File: config.mk
export PLATFORM = sky130hd
export DESIGN_NAME = intel_hex_record_encoder
export DESIGN_NICKNAME = d
export VERILOG_FILES = /design/src/hw/rtl/ihx_enc_pkg.sv /design/src/hw/rtl/ihx_front.sv /design/src/hw/rtl/ihx_cmd_fifo.sv /design/src/hw/rtl/ihx_back.sv /design/src/hw/rtl/intel_hex_record_encoder.sv
export SDC_FILE = /design/constraint.sdc
export NUM_CORES = 1
export LEC_CHECK = 0
export ABC_AREA = 1
export BUFFER_PORTS_ARGS = -buffer_cell sky130_fd_sc_hd__buf_2
export CAP_MARGIN = 20
export CORE_MARGIN = 1.5
export CORE_UTILIZATION = 45
export CTS_CLUSTER_DIAMETER = 120
export DETAILED_ROUTE_END_ITERATION = 10
export GPL_TIMING_DRIVEN = 0
export SLEW_MARGIN = 0
export SYNTH_ARGS = -nofsm -noshare
export SYNTH_HDL_FRONTEND = slang
export SYNTH_SLANG_ARGS = --single-unit
File: constraint.sdc
create_clock -name clock -period 13.8 [get_ports clock]
set_input_delay 0.69 -clock clock [delete_from_list [all_inputs] [get_ports clock]]
set_output_delay 0.69 -clock clock [all_outputs]
set_load 0.01 [all_outputs]
File: src/hw/rtl/ihx_enc_pkg.sv
// Shared types, character constants and helper functions for the Intel HEX encoder.
// Depends on nothing; every other file of the encoder imports it.
`timescale 1ns / 1ps
`default_nettype none

package ihx_enc_pkg;

   // Kept-byte buffer and record limits
   localparam int MaxRecordBytes = 16;
   localparam int CountWidth     = 5;
   localparam int AddrWidth      = 16;
   localparam int IdxWidth       = 6;
   localparam int EndTextLen     = 12;

   // Selection modes
   localparam logic [1:0] ModeAll  = 2'd0;
   localparam logic [1:0] ModeEven = 2'd1;
   localparam logic [1:0] ModeOdd  = 2'd2;

   // Fixed characters
   localparam logic [7:0] CharColon   = 8'h3a;
   localparam logic [7:0] CharZero    = 8'h30;
   localparam logic [7:0] CharNewline = 8'h0a;

   // Character positions inside a data record before the payload
   localparam logic [IdxWidth-1:0] IdxColon    = IdxWidth'(0);
   localparam logic [IdxWidth-1:0] IdxCountHi  = IdxWidth'(1);
   localparam logic [IdxWidth-1:0] IdxCountLo  = IdxWidth'(2);
   localparam logic [IdxWidth-1:0] IdxAddr3    = IdxWidth'(3);
   localparam logic [IdxWidth-1:0] IdxAddr2    = IdxWidth'(4);
   localparam logic [IdxWidth-1:0] IdxAddr1    = IdxWidth'(5);
   localparam logic [IdxWidth-1:0] IdxAddr0    = IdxWidth'(6);
   localparam logic [IdxWidth-1:0] IdxTypeHi   = IdxWidth'(7);
   localparam logic [IdxWidth-1:0] IdxTypeLo   = IdxWidth'(8);
   localparam logic [IdxWidth-1:0] IdxPayload  = IdxWidth'(9);

   typedef struct packed {
      logic [7:0] data_byte;
      logic       end_of_data;
   } req_type;

   typedef struct packed {
      logic [7:0] text_char;
      logic       last_of_run;
   } rsp_type;

   // One job for the back end: an optional data record, then an optional end record
   typedef struct packed {
      logic                                has_record;
      logic                                is_end;
      logic [CountWidth-1:0]               count;
      logic [AddrWidth-1:0]                addr;
      logic [MaxRecordBytes-1:0][7:0]      data;
   } cmd_type;

   typedef enum logic [1:0] {
      BackIdle,
      BackRecord,
      BackEnd
   } back_state_type;

   // Lowercase hex digit
   function automatic logic [7:0] hex_char(input logic [3:0] nib);
      logic [7:0] ch;
      if (nib < 4'd10) begin
         ch = 8'h30 + {4'd0, nib};
      end else begin
         ch = 8'h57 + {4'd0, nib};
      end
      return ch;
   endfunction

   // Characters of the end-of-file record ":00000001FF\n"
   function automatic logic [7:0] end_char(input logic [3:0] idx);
      logic [7:0] ch;
      case (idx)
         4'd0:    ch = CharColon;
         4'd8:    ch = 8'h31;
         4'd9:    ch = 8'h46;
         4'd10:   ch = 8'h46;
         4'd11:   ch = CharNewline;
         default: ch = CharZero;
      endcase
      return ch;
   endfunction

endpackage

`default_nettype wire

File: src/hw/rtl/ihx_front.sv
// Front end of the Intel HEX encoder: takes bytes, keeps them by mode, builds jobs.
// Depends on ihx_enc_pkg; feeds ihx_cmd_fifo.
`timescale 1ns / 1ps
`default_nettype none

module ihx_front #(
   parameter int RECORD_BYTES = 16
) (
   input  wire                   clock,
   input  wire                   reset,
   input  wire                   req_push,
   output logic                  req_full,
   input  ihx_enc_pkg::req_type  req_data,
   input  wire                   csr_we,
   input  wire [1:0]             csr_wdata,
   output logic                  cmd_push,
   output ihx_enc_pkg::cmd_type  cmd_wdata,
   input  wire                   cmd_full
);
   import ihx_enc_pkg::*;

   localparam int PosWidth = $clog2(RECORD_BYTES + 1);

   logic [1:0]                     mode_ff, mode_in;
   logic                           parity_ff, parity_in;
   logic [PosWidth-1:0]            pos_ff, pos_in, pos_next;
   logic [CountWidth-1:0]          count_ff, count_in, count_next;
   logic [AddrWidth-1:0]           addr_ff, addr_in;
   logic [MaxRecordBytes-1:0][7:0] kept_ff, kept_in;
   logic                           accept, keep;

   assign req_full = cmd_full;
   assign accept   = req_push && !cmd_full;

   // Classify the request and update the block state
   always_comb begin
      mode_in   = csr_we ? csr_wdata : mode_ff;
      parity_in = parity_ff;
      pos_in    = pos_ff;
      count_in  = count_ff;
      addr_in   = addr_ff;
      kept_in   = kept_ff;
      cmd_push  = 1'b0;
      case (mode_ff)
         ModeEven: keep = !parity_ff;
         ModeOdd:  keep = parity_ff;
         default:  keep = 1'b1;
      endcase
      pos_next   = pos_ff + PosWidth'(1);
      count_next = count_ff;
      if (keep && !req_data.end_of_data && count_ff < CountWidth'(MaxRecordBytes)) begin
         kept_in[count_ff[3:0]] = req_data.data_byte;
         count_next = count_ff + CountWidth'(1);
      end
      cmd_wdata.has_record = 1'b1;
      cmd_wdata.is_end     = req_data.end_of_data;
      cmd_wdata.count      = count_next;
      cmd_wdata.addr       = addr_ff;
      cmd_wdata.data       = kept_in;
      if (accept) begin
         if (req_data.end_of_data) begin
            // flush the partial block and restart the image
            cmd_push             = 1'b1;
            cmd_wdata.has_record = (pos_ff != '0);
            parity_in            = 1'b0;
            pos_in               = '0;
            count_in             = '0;
            addr_in              = '0;
         end else begin
            parity_in = !parity_ff;
            if (pos_next == PosWidth'(RECORD_BYTES)) begin
               cmd_push = 1'b1;
               pos_in   = '0;
               count_in = '0;
               addr_in  = addr_ff + AddrWidth'(count_next);
            end else begin
               pos_in   = pos_next;
               count_in = count_next;
            end
         end
      end
   end

   always_ff @(posedge clock) begin
      if (reset) begin
         mode_ff   <= ModeAll;
         parity_ff <= 1'b0;
         pos_ff    <= '0;
         count_ff  <= '0;
         addr_ff   <= '0;
      end else begin
         mode_ff   <= mode_in;
         parity_ff <= parity_in;
         pos_ff    <= pos_in;
         count_ff  <= count_in;
         addr_ff   <= addr_in;
      end
   end

   // Kept bytes need no reset: only entries below the count are read
   always_ff @(posedge clock) begin
      if (accept) begin
         kept_ff <= kept_in;
      end
   end

endmodule

`default_nettype wire

File: src/hw/rtl/ihx_cmd_fifo.sv
// Short job queue between the front and back ends of the Intel HEX encoder.
// Depends on ihx_enc_pkg for the job type.
`timescale 1ns / 1ps
`default_nettype none

module ihx_cmd_fifo #(
   parameter int DEPTH = 2
) (
   input  wire                   clock,
   input  wire                   reset,
   input  wire                   push,
   input  ihx_enc_pkg::cmd_type  wdata,
   output logic                  full,
   input  wire                   pop,
   output ihx_enc_pkg::cmd_type  rdata,
   output logic                  empty
);
   import ihx_enc_pkg::*;

   localparam int PtrWidth = (DEPTH > 1) ? $clog2(DEPTH) : 1;
   localparam int CntWidth = $clog2(DEPTH + 1);

   cmd_type               entry_ff [DEPTH];
   logic [PtrWidth-1:0]   wr_ptr_ff, wr_ptr_in, rd_ptr_ff, rd_ptr_in;
   logic [CntWidth-1:0]   count_ff, count_in;
   logic                  do_push, do_pop;

   assign full    = (count_ff == CntWidth'(DEPTH));
   assign empty   = (count_ff == '0);
   assign do_push = push && !full;
   assign do_pop  = pop && !empty;
   assign rdata   = entry_ff[rd_ptr_ff];

   // Advance the pointers with wrap at the depth
   always_comb begin
      wr_ptr_in = wr_ptr_ff;
      rd_ptr_in = rd_ptr_ff;
      count_in  = count_ff;
      if (do_push) begin
         wr_ptr_in = (wr_ptr_ff == PtrWidth'(DEPTH - 1)) ? '0 : wr_ptr_ff + PtrWidth'(1);
      end
      if (do_pop) begin
         rd_ptr_in = (rd_ptr_ff == PtrWidth'(DEPTH - 1)) ? '0 : rd_ptr_ff + PtrWidth'(1);
      end
      if (do_push && !do_pop) begin
         count_in = count_ff + CntWidth'(1);
      end else if (do_pop && !do_push) begin
         count_in = count_ff - CntWidth'(1);
      end
   end

   always_ff @(posedge clock) begin
      if (reset) begin
         wr_ptr_ff <= '0;
         rd_ptr_ff <= '0;
         count_ff  <= '0;
      end else begin
         wr_ptr_ff <= wr_ptr_in;
         rd_ptr_ff <= rd_ptr_in;
         count_ff  <= count_in;
      end
   end

   always_ff @(posedge clock) begin
      if (do_push) begin
         entry_ff[wr_ptr_ff] <= wdata;
      end
   end

endmodule

`default_nettype wire

File: src/hw/rtl/ihx_back.sv
// Back end of the Intel HEX encoder: jobs into text, one character a cycle when popped.
// Depends on ihx_enc_pkg; reads ihx_cmd_fifo and drives the result queue ports.
`timescale 1ns / 1ps
`default_nettype none

module ihx_back (
   input  wire                   clock,
   input  wire                   reset,
   input  wire                   cmd_empty,
   input  ihx_enc_pkg::cmd_type  cmd_rdata,
   output logic                  cmd_pop,
   output logic                  rsp_empty,
   input  wire                   rsp_pop,
   output ihx_enc_pkg::rsp_type  rsp_data
);
   import ihx_enc_pkg::*;

   back_state_type        state_ff, state_in;
   logic [IdxWidth-1:0]   idx_ff, idx_in, offs, pay_end;
   logic [7:0]            sum_ff, sum_in, chk, cur_byte;
   cmd_type               cmd_ff, cmd_in;
   logic                  out_valid_ff, out_valid_in;
   rsp_type               out_ff, out_in;
   logic                  adv, emit, last;
   logic [7:0]            ch;

   assign rsp_empty = !out_valid_ff;
   assign rsp_data  = out_ff;
   assign adv       = !out_valid_ff || rsp_pop;
   assign offs      = idx_ff - IdxPayload;
   assign pay_end   = {cmd_ff.count, 1'b0};
   assign cur_byte  = cmd_ff.data[offs[4:1]];
   assign chk       = 8'(~sum_ff + 8'd1);

   // Sequence the characters of each job
   always_comb begin
      state_in = state_ff;
      idx_in   = idx_ff;
      sum_in   = sum_ff;
      cmd_in   = cmd_ff;
      cmd_pop  = 1'b0;
      emit     = 1'b0;
      last     = 1'b0;
      ch       = CharZero;
      case (state_ff)
         BackIdle: begin
            if (!cmd_empty) begin
               cmd_pop  = 1'b1;
               cmd_in   = cmd_rdata;
               idx_in   = '0;
               sum_in   = 8'({3'd0, cmd_rdata.count}) + cmd_rdata.addr[7:0]
                          + cmd_rdata.addr[15:8];
               state_in = cmd_rdata.has_record ? BackRecord : BackEnd;
            end
         end
         BackRecord: begin
            if (adv) begin
               emit   = 1'b1;
               idx_in = idx_ff + IdxWidth'(1);
               case (idx_ff)
                  IdxColon:   ch = CharColon;
                  IdxCountHi: ch = hex_char({3'd0, cmd_ff.count[4]});
                  IdxCountLo: ch = hex_char(cmd_ff.count[3:0]);
                  IdxAddr3:   ch = hex_char(cmd_ff.addr[15:12]);
                  IdxAddr2:   ch = hex_char(cmd_ff.addr[11:8]);
                  IdxAddr1:   ch = hex_char(cmd_ff.addr[7:4]);
                  IdxAddr0:   ch = hex_char(cmd_ff.addr[3:0]);
                  IdxTypeHi:  ch = CharZero;
                  IdxTypeLo:  ch = CharZero;
                  default: begin
                     if (offs < pay_end) begin
                        // data bytes, high nibble first; add to the sum on the low one
                        if (offs[0]) begin
                           ch     = hex_char(cur_byte[3:0]);
                           sum_in = sum_ff + cur_byte;
                        end else begin
                           ch = hex_char(cur_byte[7:4]);
                        end
                     end else if (offs == pay_end) begin
                        ch = hex_char(chk[7:4]);
                     end else if (offs == pay_end + IdxWidth'(1)) begin
                        ch = hex_char(chk[3:0]);
                     end else begin
                        ch       = CharNewline;
                        last     = !cmd_ff.is_end;
                        idx_in   = '0;
                        state_in = cmd_ff.is_end ? BackEnd : BackIdle;
                     end
                  end
               endcase
            end
         end
         BackEnd: begin
            if (adv) begin
               emit   = 1'b1;
               ch     = end_char(idx_ff[3:0]);
               idx_in = idx_ff + IdxWidth'(1);
               if (idx_ff == IdxWidth'(EndTextLen - 1)) begin
                  last     = 1'b1;
                  idx_in   = '0;
                  state_in = BackIdle;
               end
            end
         end
         default: state_in = BackIdle;
      endcase
   end

   // Output register: load on emit, drop on pop
   always_comb begin
      out_valid_in = out_valid_ff;
      out_in       = out_ff;
      if (emit) begin
         out_valid_in       = 1'b1;
         out_in.text_char   = ch;
         out_in.last_of_run = last;
      end else if (rsp_pop) begin
         out_valid_in = 1'b0;
      end
   end

   always_ff @(posedge clock) begin
      if (reset) begin
         state_ff     <= BackIdle;
         idx_ff       <= '0;
         out_valid_ff <= 1'b0;
      end else begin
         state_ff     <= state_in;
         idx_ff       <= idx_in;
         out_valid_ff <= out_valid_in;
      end
   end

   always_ff @(posedge clock) begin
      sum_ff <= sum_in;
      cmd_ff <= cmd_in;
      out_ff <= out_in;
   end

endmodule

`default_nettype wire

File: src/hw/rtl/intel_hex_record_encoder.sv
// Top level of the Intel HEX encoder: front end, job queue and back end.
// Depends on ihx_enc_pkg, ihx_front, ihx_cmd_fifo and ihx_back.
//
// Usage:
//  - Request side: drive req_data and raise req_push; a request is taken on a
//    clock edge where req_push is high and req_full is low. Each byte request
//    fills one of the RECORD_BYTES positions of a block; end_of_data flushes the
//    partial block and adds the end-of-file record.
//  - Result side: while rsp_empty is low, rsp_data holds the oldest character;
//    it is taken on an edge with rsp_pop high. last_of_run marks the final
//    character caused by one request.
//  - csr_we writes csr_wdata into the selection mode; write only while idle.
//  - The front end takes a byte request every clock while req_full is low. A
//    data record with n kept bytes leaves the back end as 12 + 2n characters
//    at one per cycle while rsp_pop keeps up, after its job is loaded; the end
//    record adds 12 characters, and a job load of its own only when no data
//    record comes before it. The back end's character sequencer sets the
//    sustained rate. With the back end idle, the first character passes the
//    job queue, the job register and the output register to the result ports.
//  - Reset clears mode, block state, address, the job queue and the output.
//  - If rsp_pop stays low the output register holds, the back end halts, the
//    job queue fills and req_full rises.
`timescale 1ns / 1ps
`default_nettype none

module intel_hex_record_encoder #(
   parameter int RECORD_BYTES = 16,
   parameter int CMD_DEPTH    = 2
) (
   input  wire                   clock,
   input  wire                   reset,
   input  wire                   req_push,
   output logic                  req_full,
   input  ihx_enc_pkg::req_type  req_data,
   output logic                  rsp_empty,
   input  wire                   rsp_pop,
   output ihx_enc_pkg::rsp_type  rsp_data,
   input  wire                   csr_we,
   input  wire [1:0]             csr_wdata
);
   import ihx_enc_pkg::*;

   logic    cmd_push, cmd_full, cmd_pop, cmd_empty;
   cmd_type cmd_wdata, cmd_rdata;

   ihx_front #(
      .RECORD_BYTES (RECORD_BYTES)
   ) u_front (
      .clock     (clock),
      .reset     (reset),
      .req_push  (req_push),
      .req_full  (req_full),
      .req_data  (req_data),
      .csr_we    (csr_we),
      .csr_wdata (csr_wdata),
      .cmd_push  (cmd_push),
      .cmd_wdata (cmd_wdata),
      .cmd_full  (cmd_full)
   );

   ihx_cmd_fifo #(
      .DEPTH (CMD_DEPTH)
   ) u_fifo (
      .clock (clock),
      .reset (reset),
      .push  (cmd_push),
      .wdata (cmd_wdata),
      .full  (cmd_full),
      .pop   (cmd_pop),
      .rdata (cmd_rdata),
      .empty (cmd_empty)
   );

   ihx_back u_back (
      .clock     (clock),
      .reset     (reset),
      .cmd_empty (cmd_empty),
      .cmd_rdata (cmd_rdata),
      .cmd_pop   (cmd_pop),
      .rsp_empty (rsp_empty),
      .rsp_pop   (rsp_pop),
      .rsp_data  (rsp_data)
   );

   // Every run of characters ends in a newline
   a_last_is_newline: assert property (@(posedge clock) disable iff (reset)
      (!rsp_empty && rsp_data.last_of_run) |-> (rsp_data.text_char == CharNewline))
      else $error("run ended on a character other than newline");

   // The front end never pushes a job into a full queue
   a_no_overflow: assert property (@(posedge clock) disable iff (reset)
      cmd_push |-> !cmd_full)
      else $error("job pushed into full queue");

   // A job is taken only when one is waiting
   a_no_underflow: assert property (@(posedge clock) disable iff (reset)
      cmd_pop |-> !cmd_empty)
      else $error("job taken from empty queue");

   // Output is empty straight after reset
   a_empty_after_reset: assert property (@(posedge clock)
      (!reset && $past(reset)) |-> rsp_empty)
      else $error("result waiting right after reset");

endmodule

`default_nettype wire

After elaboration in Yosys (flattened, before gate mapping)
Memory sizes are Yosys's and may differ from the RTL's. A register that Yosys moved wholly into a read port is not among the register bits.
Cells that the tools add are included.
{"block": "totals", "reg_bits": 337, "ram_bits": 302, "in_bits": 16, "output_inout_bits": 11, "elab_cells": 252, "n_memories": 1}
{"block": "op_classes", "n_addsub": 33, "n_lt_le_gt_ge": 14, "n_eq_ne": 31, "n_mux": 86, "bitwise_logic": 2, "reduce_logical": 36}
{"memory": "u_fifo.entry_ff", "depth": 2, "width": 151, "rd": 1, "rd_clocked_by_memory_dff": 1, "wr": 1, "line": "ihx_cmd_fifo.sv:23", "text": "cmd_type entry_ff [DEPTH];"}
{"operator": "$mux W8", "count": 22}
{"operator": "$bwmux W128", "count": 1}
{"operator": "$mux W128", "count": 1}
{"operator": "$add A7 B4 Y8 const A", "count": 9}
{"operator": "$pmux W8 S8", "count": 1}
{"operator": "$add A6 B4 Y7 const A", "count": 9}
{"operator": "$mux W6", "count": 8}
{"operator": "$lt A4 B4 Y1 const B", "count": 9}
{"operator": "$bmux W8 S4", "count": 1}
{"operator": "$demux W8 S4", "count": 1}
{"operator": "$mux W16", "count": 2}
{"operator": "$pmux W8 S2", "count": 2}
{"operator": "$pmux W7 S4", "count": 1}
{"operator": "$mux W1", "count": 25}
{"operator": "$mux W5", "count": 5}
{"operator": "$eq A6 B3 Y1 const B", "count": 4}
{"operator": "$mux W2", "count": 12}
{"operator": "$pmux W6 S3", "count": 1}
{"operator": "$add A16 B5 Y16", "count": 1}
{"operator": "$add A8 B8 Y8", "count": 2}
{"operator": "$eq A4 B4 Y1 const B", "count": 4}
{"operator": "$add A6 B1 Y6 const B", "count": 2}
{"operator": "$eq A6 B2 Y1 const B", "count": 2}
{"operator": "$eq A6 B4 Y1 const B", "count": 2}
{"operator": "38 further kinds", "count": 75}

Logic depth before layout (Yosys ltp)
Gate-level depths: netlist of the first run.
{"block": "depth", "ltp_word": 10, "depth_mapped": 31, "mapped_depth_nobuf": 27}

Modules after synthesis
A second synthesis of the first run with hierarchy kept.
{"block": "hier_totals", "cells_unflattened": 2382, "area_unflattened_um2": 28650.0}
{"module": "ihx_cmd_fifo", "instances": 1, "cells_each": 507, "area_each_um2": 11503.5, "seq_area_each_um2": 9168.8}
{"module": "ihx_back", "instances": 1, "cells_each": 1073, "area_each_um2": 9648.0, "seq_area_each_um2": 5165.0}
{"module": "ihx_front", "instances": 1, "cells_each": 802, "area_each_um2": 7498.4, "seq_area_each_um2": 4424.2}

Worst setup path before layout of the first run
No wires, ideal clock.
{"block": "synth_timing", "kind": "register -> register", "from": "register u_back.state_ff[0]", "to": "register u_fifo.count_ff[1]", "setup_ps": 122, "arrival_ps": 9215, "required_ps": 13678, "slack_ps": 4463, "path_stages_with_launch": 11, "n_path_buf": 0, "period_less_slack_ps": 9337, "path_cell_list": "dfxtp_1 > inv_1 > ha_1 > inv_1 > a21oi_1 > inv_1 > ha_1 > a21oi_1 > o21ai_0 > o21ai_0 > a21oi_1"}
{"block": "synth_between", "elab_chain_cells": 6, "elab_cells_between_ends": 8, "classes_between": "mux: 2; reduce/logical: 6"}
{"element": "from (decl)", "line": "ihx_back.sv:18", "text": "back_state_type state_ff, state_in;"}
{"element": "from (signal assigned)", "line": "ihx_back.sv:124", "text": "state_ff <= BackIdle;"}
{"element": "from (signal assigned)", "line": "ihx_back.sv:128", "text": "state_ff <= state_in;"}
{"element": "$logic_not A2 Y1 (*)", "line": "ihx_back.sv:45", "text": "case (state_ff)"}
{"element": "$mux W1 (*)", "line": "ihx_back.sv:45"}
{"element": "net cmd_pop", "line": "intel_hex_record_encoder.sv:43", "text": "logic cmd_push, cmd_full, cmd_pop, cmd_empty;"}
{"element": "$logic_and A1 B1 Y1 (*)", "line": "ihx_cmd_fifo.sv:31", "text": "assign do_pop = pop && !empty;"}
{"element": "$logic_not A1 Y1", "line": "ihx_cmd_fifo.sv:45", "text": "if (do_push && !do_pop) begin"}
{"element": "$logic_and A1 B1 Y1", "line": "ihx_cmd_fifo.sv:45"}
{"element": "$mux W2 / $reduce_bool A2 Y1 (equally long branches)"}
{"element": "to (signal assigned)", "line": "ihx_cmd_fifo.sv:60", "text": "count_ff <= count_in;"}
{"element": "to (decl)", "line": "ihx_cmd_fifo.sv:25", "text": "logic [CntWidth-1:0] count_ff, count_in;"}
The timed path passes the listed nets; every way through them passes the cells marked *.
A chain may end at the register's enable or synchronous reset.

==> flow_metrics.py, run 1 <==
metrics = {
    "logic_synthesis": {
        "ys_types": 55,
        "syn_area_um2": 27430,
        "syn_inst": 2215,
        "yosysMostFrequentCell": "edfxtp_1",
        "postSynthAreaPerCell_um2": 12.39,
        "synth_area_leader_cell": "edfxtp_1",
        "syn_nets": 2291,
        "synthFlopType": "edfxtp_1",
        "yosys.area.top_type_share": 0.6524,
        "ys_seq_elements": 639,
        "ys_seq_area_frac": 0.6838,
        "synth_edf_count": 596,
        "synth_commonest_cells": "596 x edfxtp_1, 506 x nand2_1, 205 x o21ai_0, 172 x inv_1, 148 x mux2_2",
        "ys.warnings.count": 0,
        "synth.area.top_cells": "edfxtp_1 65%, nand2_1 6.9%, mux2_2 6.1%",
        "async_flop_share": 0,
    },
    "routing": {
        "route.vias.total": 17210,
        "drtPass1Iterations": 5,
        "antenna_left": 0,
        "drc_errors": 0,
        "routed_wl_mm": 68.31,
        "first_iter_violations": 1554,
        "wire_per_inst_um": 21.54,
        "avgViaCountPerCell": 5.429,
    },
    "timing": {
        "setup_viol": 0,
        "drv_slew": 0,
        "hold_viol_final": 0,
        "fin_setup_tns_ns": 0,
        "slew_headroom": 0.2146,
        "rsz0062_at_grt": "no",
        "tightest_slew_ns": 1.178,
        "post-route-min-period_ns": 5.240,
        "fmax_mhz": 190.8,
        "post-route-period-util": 0.3797,
        "skew_ns": 0.01893,
    },
    "floorplanning": {
        "initial_utilization": 0.4545,
        "rows": 90,
        "core_area_um2": 60360,
        "dieArea_um2": 62460,
        "fp.dieH_um": 249.9,
        "ios": 27,
        "die_w_um": 249.9,
    },
    "power": {
        "power_switching_uw": 2068,
        "switching_share": 0.3363,
        "pwr_density_cell_nw_per_um2": 196.9,
        "p_leak_uw": 0.01090,
        "max-vdd-ir-drop_mv": 0.1097,
        "pwr-share-seq": 0.417,
        "clock_power_share": 0.297,
        "comb_power_share": 0.285,
        "p_int_uw": 4082,
    },
    "cts": {
        "h-tree-depth": 3,
        "post_cts_buffers": 0,
        "clock-sinks": 639,
        "clk_latency_ns": 0.61,
        "clockBufferDepth": 3,
        "clkSlewWorstSetupHoldPaths_ns": 0.06,
        "cts_tree": "done",
        "cts_buffers": 71,
        "cts_resized": 0,
        "hold_buffers": 0,
        "root_buffer": "clkbuf_16",
    },
    "placed_design": {
        "numPortBuffers": 24,
        "place_inst": 3041,
        "dp_hpwl_mm": 45.06,
        "gp_congestion": 0.8798,
    },
    "min_path": {
        "hp-class": "primary input to register",
    },
    "critical_path": {
        "endpoint_kind": "register",
        "r2r_end": "u_back.sum_ff[7]$_DFFE_PP_",
        "r2r_setup_slack_ns": 8.56,
        "cp_max_fo": 10,
        "critPathArrivalTime_ns": 5.58,
        "required_ns": 14.13,
        "start_kind": "register",
        "cp-endpoint": "u_back.sum_ff[7]$_DFFE_PP_",
        "ff2ff_path_depth": 18,
        "path_class": "register to register",
    },
    "layout": {
        "fillers": 5182,
        "area_growth_pct": 13.85,
        "final_layout_size_suffix_gt1_frac": 0.1586,
        "n_antenna_cell": 0,
        "final_nets": 2408,
        "stdcell_count": 3171,
    },
    "global_routing": {
        "grt_pass1_vias": 16980,
        "grt_pass1_wl_mm": 103.6,
        "track_usage": 0.2205,
        "grt-ovfl-total": 0,
        "antenna_found_initial": 1,
        "grt_max_degree": 83,
    },
    "flow_run": {
        "drv_cap": 0,
    },
    "run_status": {
        "outcome": "complete, no violations",
    },
}
## placed cells by master (no fill, tap or decap), types with 3 or more instances in the layout
cell type / count
inv_1: 171
clkinv_2: 13
a21oi_1: 77
nand4_1: 13
clkinvlp_4: 3
o21ai_0: 205
nor2_2: 5
clkbuf_16: 73
buf_6: 5
fa_1: 8
inv_2: 8
xnor2_1: 4
nand2_1: 506
buf_12: 15
a22oi_1: 6
nand2_2: 10
buf_4: 12
o2111ai_1: 4
nand3_1: 80
o21ai_1: 8
bufinv_16: 3
xor2_1: 9
nand2_4: 5
a31oi_1: 5
dfxtp_1: 43
nand3_2: 8
edfxtp_1: 596
buf_16: 4
buf_2: 39
clkinv_1: 11
clkbuf_8: 3
nor2_1: 106
nor3_1: 12
nor2_4: 4
a211oi_1: 6
o211ai_1: 6
ha_1: 52
mux2_2: 148
clkbuf_1: 63
## sequential cells by signal, summed over array words and instances, names as in the netlist, 2 cells and up, named ones only
name and flops:
u_back.sum_ff 8, u_back.state_ff 2, u_front.mode_ff 2, u_back.cmd_ff 150, u_fifo.entry_ff 302, u_fifo.count_ff 2, u_back.idx_ff 6, u_front.kept_ff 128
u_front.pos_ff 5, u_front.count_ff 5, u_back.rsp_data 8, u_front.addr_ff 16
## layout make-up
class                           count  area [µm²]  share of cell area
Buffer                             77       400.4             0.01282
Clock buffer                       94        1936             0.06197
Clock inverter                     36       316.6             0.01014
Inverter                          182       695.7             0.02227
Multi-Input combinational cell   1317        7614              0.2438
Sequential cell                   639       18760              0.6006
Tap cell                          782       978.4             0.03133
Timing Repair Buffer               44       535.5             0.01715
## stage by stage
stage / area, µm² / worst slack, ns / utilization / hold slack, ns / total power, µW
6_report: 31230 / 8.560 / 0.5175 / 0.3013 / 6150
4_1_cts: 31230 / 8.411 / 0.5175 / 0.2697 / 6200
2_1_floorplan: 27430 / 4.463 / - / 0.4256 / 3773
3_5_place_dp: 28980 / 8.435 / 0.4802 / 0.4457 / 4362
5_1_grt: 31230 / 8.215 / 0.5175 / 0.2748 / 6465
3_3_place_gp: 28530 / -1.214 / 0.4727 / 0.4347 / 4402
## power by group through the flow
stage               sequential [µW]  clock, µW  combinational [µW]
finish                         2570       1830                1760
global route                   2590       1940                1940
CTS                            2570       1870                1770
detailed placement             2610          0                1760
global placement               2750          0                1650
floorplan                      2650          0                1120
## worst max-delay path, cell delays in order, from the launching register on
cell      delay, ns
dfxtp_1        0.30
clkbuf_1       0.85
clkbuf_1       0.65
buf_2          0.42
mux2_2         0.43
fa_1           0.55
ha_1           0.17
inv_1          0.06
fa_1           0.36
inv_1          0.10
a21oi_1        0.07
o21bai_1       0.17
nand2_1        0.07
inv_1          0.13
nor2_1         0.06
inv_1          0.05
a21oi_1        0.06
o21ai_0        0.33
o21ai_0        0.14
## per-layer routing
layer	part of all wire	GRT usage	vias up	routed length, µm
li1	-	-	8072	-
met1	0.45	0.3075	8541	30640
met2	0.47	0.3542	498	31960
met3	0.057	0.03317	103	3862
met4	0.027	0.07369	0	1847
met5	0	0	-	0
## logic make-up after synthesis
kind of cell               after synthesis  share of synthesized area
AOI/OAI and AO/OA                      336                    0.06581
xor gates and xnor gates                13                   0.004150
adders and majority gates               60                    0.02955
buffers and inverters                  259                    0.03968
DFF                                    639                     0.6838
muxes                                  148                    0.06075
other                                    1                  0.0001367
and+or+nand+nor                        759                     0.1162
## worst min-delay path by stage
stage | cells past startpoint | slack, ns | end | from
global placement | 1 | 0.43 | register | u_fifo.rd_ptr_ff$_SDFFE_PP0P_
finish | 1 | 0.30 | u_fifo.entry_ff[0][149]$_DFFE_PP_ | req_data[0]
detailed placement | 1 | 0.45 | u_fifo.rd_ptr_ff$_SDFFE_PP0P_ | u_fifo.rd_ptr_ff$_SDFFE_PP0P_
global route | 1 | 0.27 | u_fifo.entry_ff[0][149]$_DFFE_PP_ | req_data[0]
floorplan | 1 | 0.43 | register | u_fifo.rd_ptr_ff$_SDFFE_PP0P_
CTS | 1 | 0.27 | u_fifo.entry_ff[0][149]$_DFFE_PP_ | req_data[0]
(Power assumes the default switching activity.)
==> inputs of run 2 (changes only) <==
clock period = 4.35 ns   (was 13.8 ns; I/O delays follow)
==> flow_metrics.py, run 2 (same netlist as run 1, synthesis figures left out) <==
metrics = {
    "run_status": {
        "outcome": "complete, no violations",
    },
    "critical_path": {
        "crit_path_top_delay_cell": "ha_1",
        "required_ns": 4.70,
        "start_kind": "register",
        "max_stage_delay_ns": 0.38,
        "endpoint_kind": "register",
        "path_class": "register to register",
        "crit_top_cell": "nand2_1",
        "critPathArrivalTime_ns": 4.61,
        "cp_max_fo": 12,
    },
    "layout": {
        "utilization": 0.5191,
        "top_regs": "u_fifo.entry_ff x302, u_back.cmd_ff x150, u_front.kept_ff x128",
        "final_nets": 2409,
        "n_antenna_cell": 0,
        "area_growth_pct": 14.21,
        "regMostFlops": "u_fifo.entry_ff",
        "layout_commonest_cell": "edfxtp_1",
        "largest_reg_flops": 302,
        "final_layout_size_suffix_gt1_frac": 0.1591,
        "final_cell_mix": "596 x edfxtp_1, 506 x nand2_1, 201 x o21ai_0, 171 x inv_1, 148 x mux2_2",
    },
    "cts": {
        "post_cts_buffers": 0,
        "clockBufferDepth": 3,
        "cts_tree": "done",
        "clkSlewWorstSetupHoldPaths_ns": 0.06,
        "clk_latency_ns": 0.61,
        "clock-sinks": 639,
        "root_buffer": "clkbuf_16",
        "h-tree-depth": 3,
        "cts_buffers": 69,
    },
    "timing": {
        "setup_viol": 0,
        "slew_headroom": 0.2943,
        "fmax_mhz": 234.7,
        "hold_viol_final": 0,
        "skew_ns": 0.01979,
        "drv_slew": 0,
        "post-route-period-util": 0.9793,
        "setup_slack_ns": 0.08986,
        "rsz0062_at_grt": "yes",
        "tightest_slew_ns": 1.059,
        "post-route-min-period_ns": 4.260,
    },
    "routing": {
        "drtPass1Iterations": 7,
        "route.vias.total": 17050,
        "first_iter_violations": 1493,
        "drc_errors": 0,
        "wire_per_inst_um": 21.30,
        "antenna_left": 0,
        "avgViaCountPerCell": 5.376,
        "routed_wl_mm": 67.55,
    },
    "global_routing": {
        "track_usage": 0.2177,
        "grt_use_met2": 0.3462,
        "grt_use_met1": 0.3052,
        "busiest_layer": "met2",
        "grt_max_degree": 78,
        "antenna_found_initial": 0,
        "use_met3": 0.03473,
        "grt_pass1_wl_mm": 101.6,
        "grt-ovfl-total": 0,
        "grt_pass1_vias": 16540,
    },
    "floorplanning": {
        "initial_utilization": 0.4545,
        "dieArea_um2": 62460,
        "ios": 27,
        "die_w_um": 249.9,
        "rows": 90,
        "fp.dieH_um": 249.9,
        "core_area_um2": 60360,
    },
    "power": {
        "p_int_uw": 12950,
        "comb_power_share": 0.292,
        "pwr_density_cell_nw_per_um2": 621.0,
        "pwr-share-seq": 0.419,
        "p_leak_uw": 0.01092,
        "switching_share": 0.3342,
        "clock_power_share": 0.289,
        "power_switching_uw": 6502,
        "max-vdd-ir-drop_mv": 0.2680,
    },
    "flow_run": {
        "drv_cap": 0,
    },
    "placed_design": {
        "numPortBuffers": 24,
        "preCtsSetupSlack_ns": -0.6536,
        "gp_congestion": 0.8620,
        "dp_hpwl_mm": 44.92,
    },
    "min_path": {
        "hp-class": "primary input to register",
    },
}
## run 2: changes by cell type in the layout (fill, tap and decap cells not counted), moves of 2 or more
| cell | delta |
|---|---|
| o21ai_2 | +3 |
| buf_12 | -2 |
| clkinv_2 | -2 |
| buf_2 | -8 |
| clkbuf_8 | -3 |
| buf_6 | +6 |
| buf_16 | +3 |
| inv_8 | -2 |
| buf_8 | +5 |
| dlygate4sd3_1 | +4 |
| buf_4 | -3 |
| inv_16 | -2 |
| o21ai_0 | -4 |
## run 2: worst paths after layout
| kind | from | endpoint | slack, ns | depth (start not counted) |
|---|---|---|---|---|
| max | u_back.idx_ff[0]$_SDFFE_PP0P_ | u_back.sum_ff[7]$_DFFE_PP_ | 0.09 | 30 |
| min | reset | u_back.idx_ff[1]$_SDFFE_PP0P_ | 0.17 | 2 |
| max reg2reg | u_back.idx_ff[0]$_SDFFE_PP0P_ | u_back.sum_ff[7]$_DFFE_PP_ | 0.09 | 30 |
| min reg2reg | u_fifo.rd_ptr_ff$_SDFFE_PP0P_ | u_fifo.rd_ptr_ff$_SDFFE_PP0P_ | 0.46 | 1 |
## run 2: critical path, delay by kind of cell, from the launching register on
| kind | cells | cell delay (ns) |
|---|---|---|
| buffers and inverters | 9 | 1.19 |
| adder cells (fa/ha/maj) | 2 | 0.58 |
| AND/OR/NAND/NOR | 14 | 1.29 |
| AO/OA/AOI/OAI | 5 | 0.55 |
| flip-flops | 1 | 0.36 |
## run 2: power by group through the flow
stage | sequential, µW | combinational, µW | clock (µW)
floorplan | 8260 | 3550 | 0
global placement | 8430 | 5220 | 0
detailed placement | 8260 | 5620 | 0
CTS | 8150 | 5670 | 5740
global route | 8220 | 6220 | 5970
finish | 8160 | 5680 | 5620
## run 2: per-stage QoR
step           std cells  hold WS (ns)  setup TNS, ns  power (µW)  area, µm²
2_1_floorplan       2215        0.3164        -382.71       11820      27450
3_3_place_gp        3021        0.4228       -1756.78       13660      28550
3_5_place_dp        3043        0.4325         -1.220       13890      29040
4_1_cts             3172        0.1369              0       19550      31270
5_1_grt             3171        0.1507        -0.2360       20400      31330
6_report            3171        0.1679              0       19460      31330
## run 2: cell type report
class                           count  area [µm²]
Fill cell                        5217       29030
Sequential cell                   639       18760
Multi-Input combinational cell   1317        7634
Clock buffer                       94        1906
Tap cell                          782       978.4
Inverter                          182       693.2
Timing Repair Buffer               50       635.6
Buffer                             74       460.4
Clock inverter                     33       266.5
## run 2: timing repair
item | in CTS | in global routing
resized for setup | 14 | 18
hold buffers | 4 | 0
endpoints found under the hold margin | 4 | 0
gates cloned | 0 | 0
setup endpoints to repair | 4 | 10
## run 2: metal layers
| metal | wire length, µm | vias to the layer above |
|---|---|---|
| met1 | 30120 | 8297 |
| met2 | 31390 | 566 |
| met4 | 1977 | 0 |
| met5 | 0 | - |
| li1 | - | 8061 |
| met3 | 4059 | 124 |
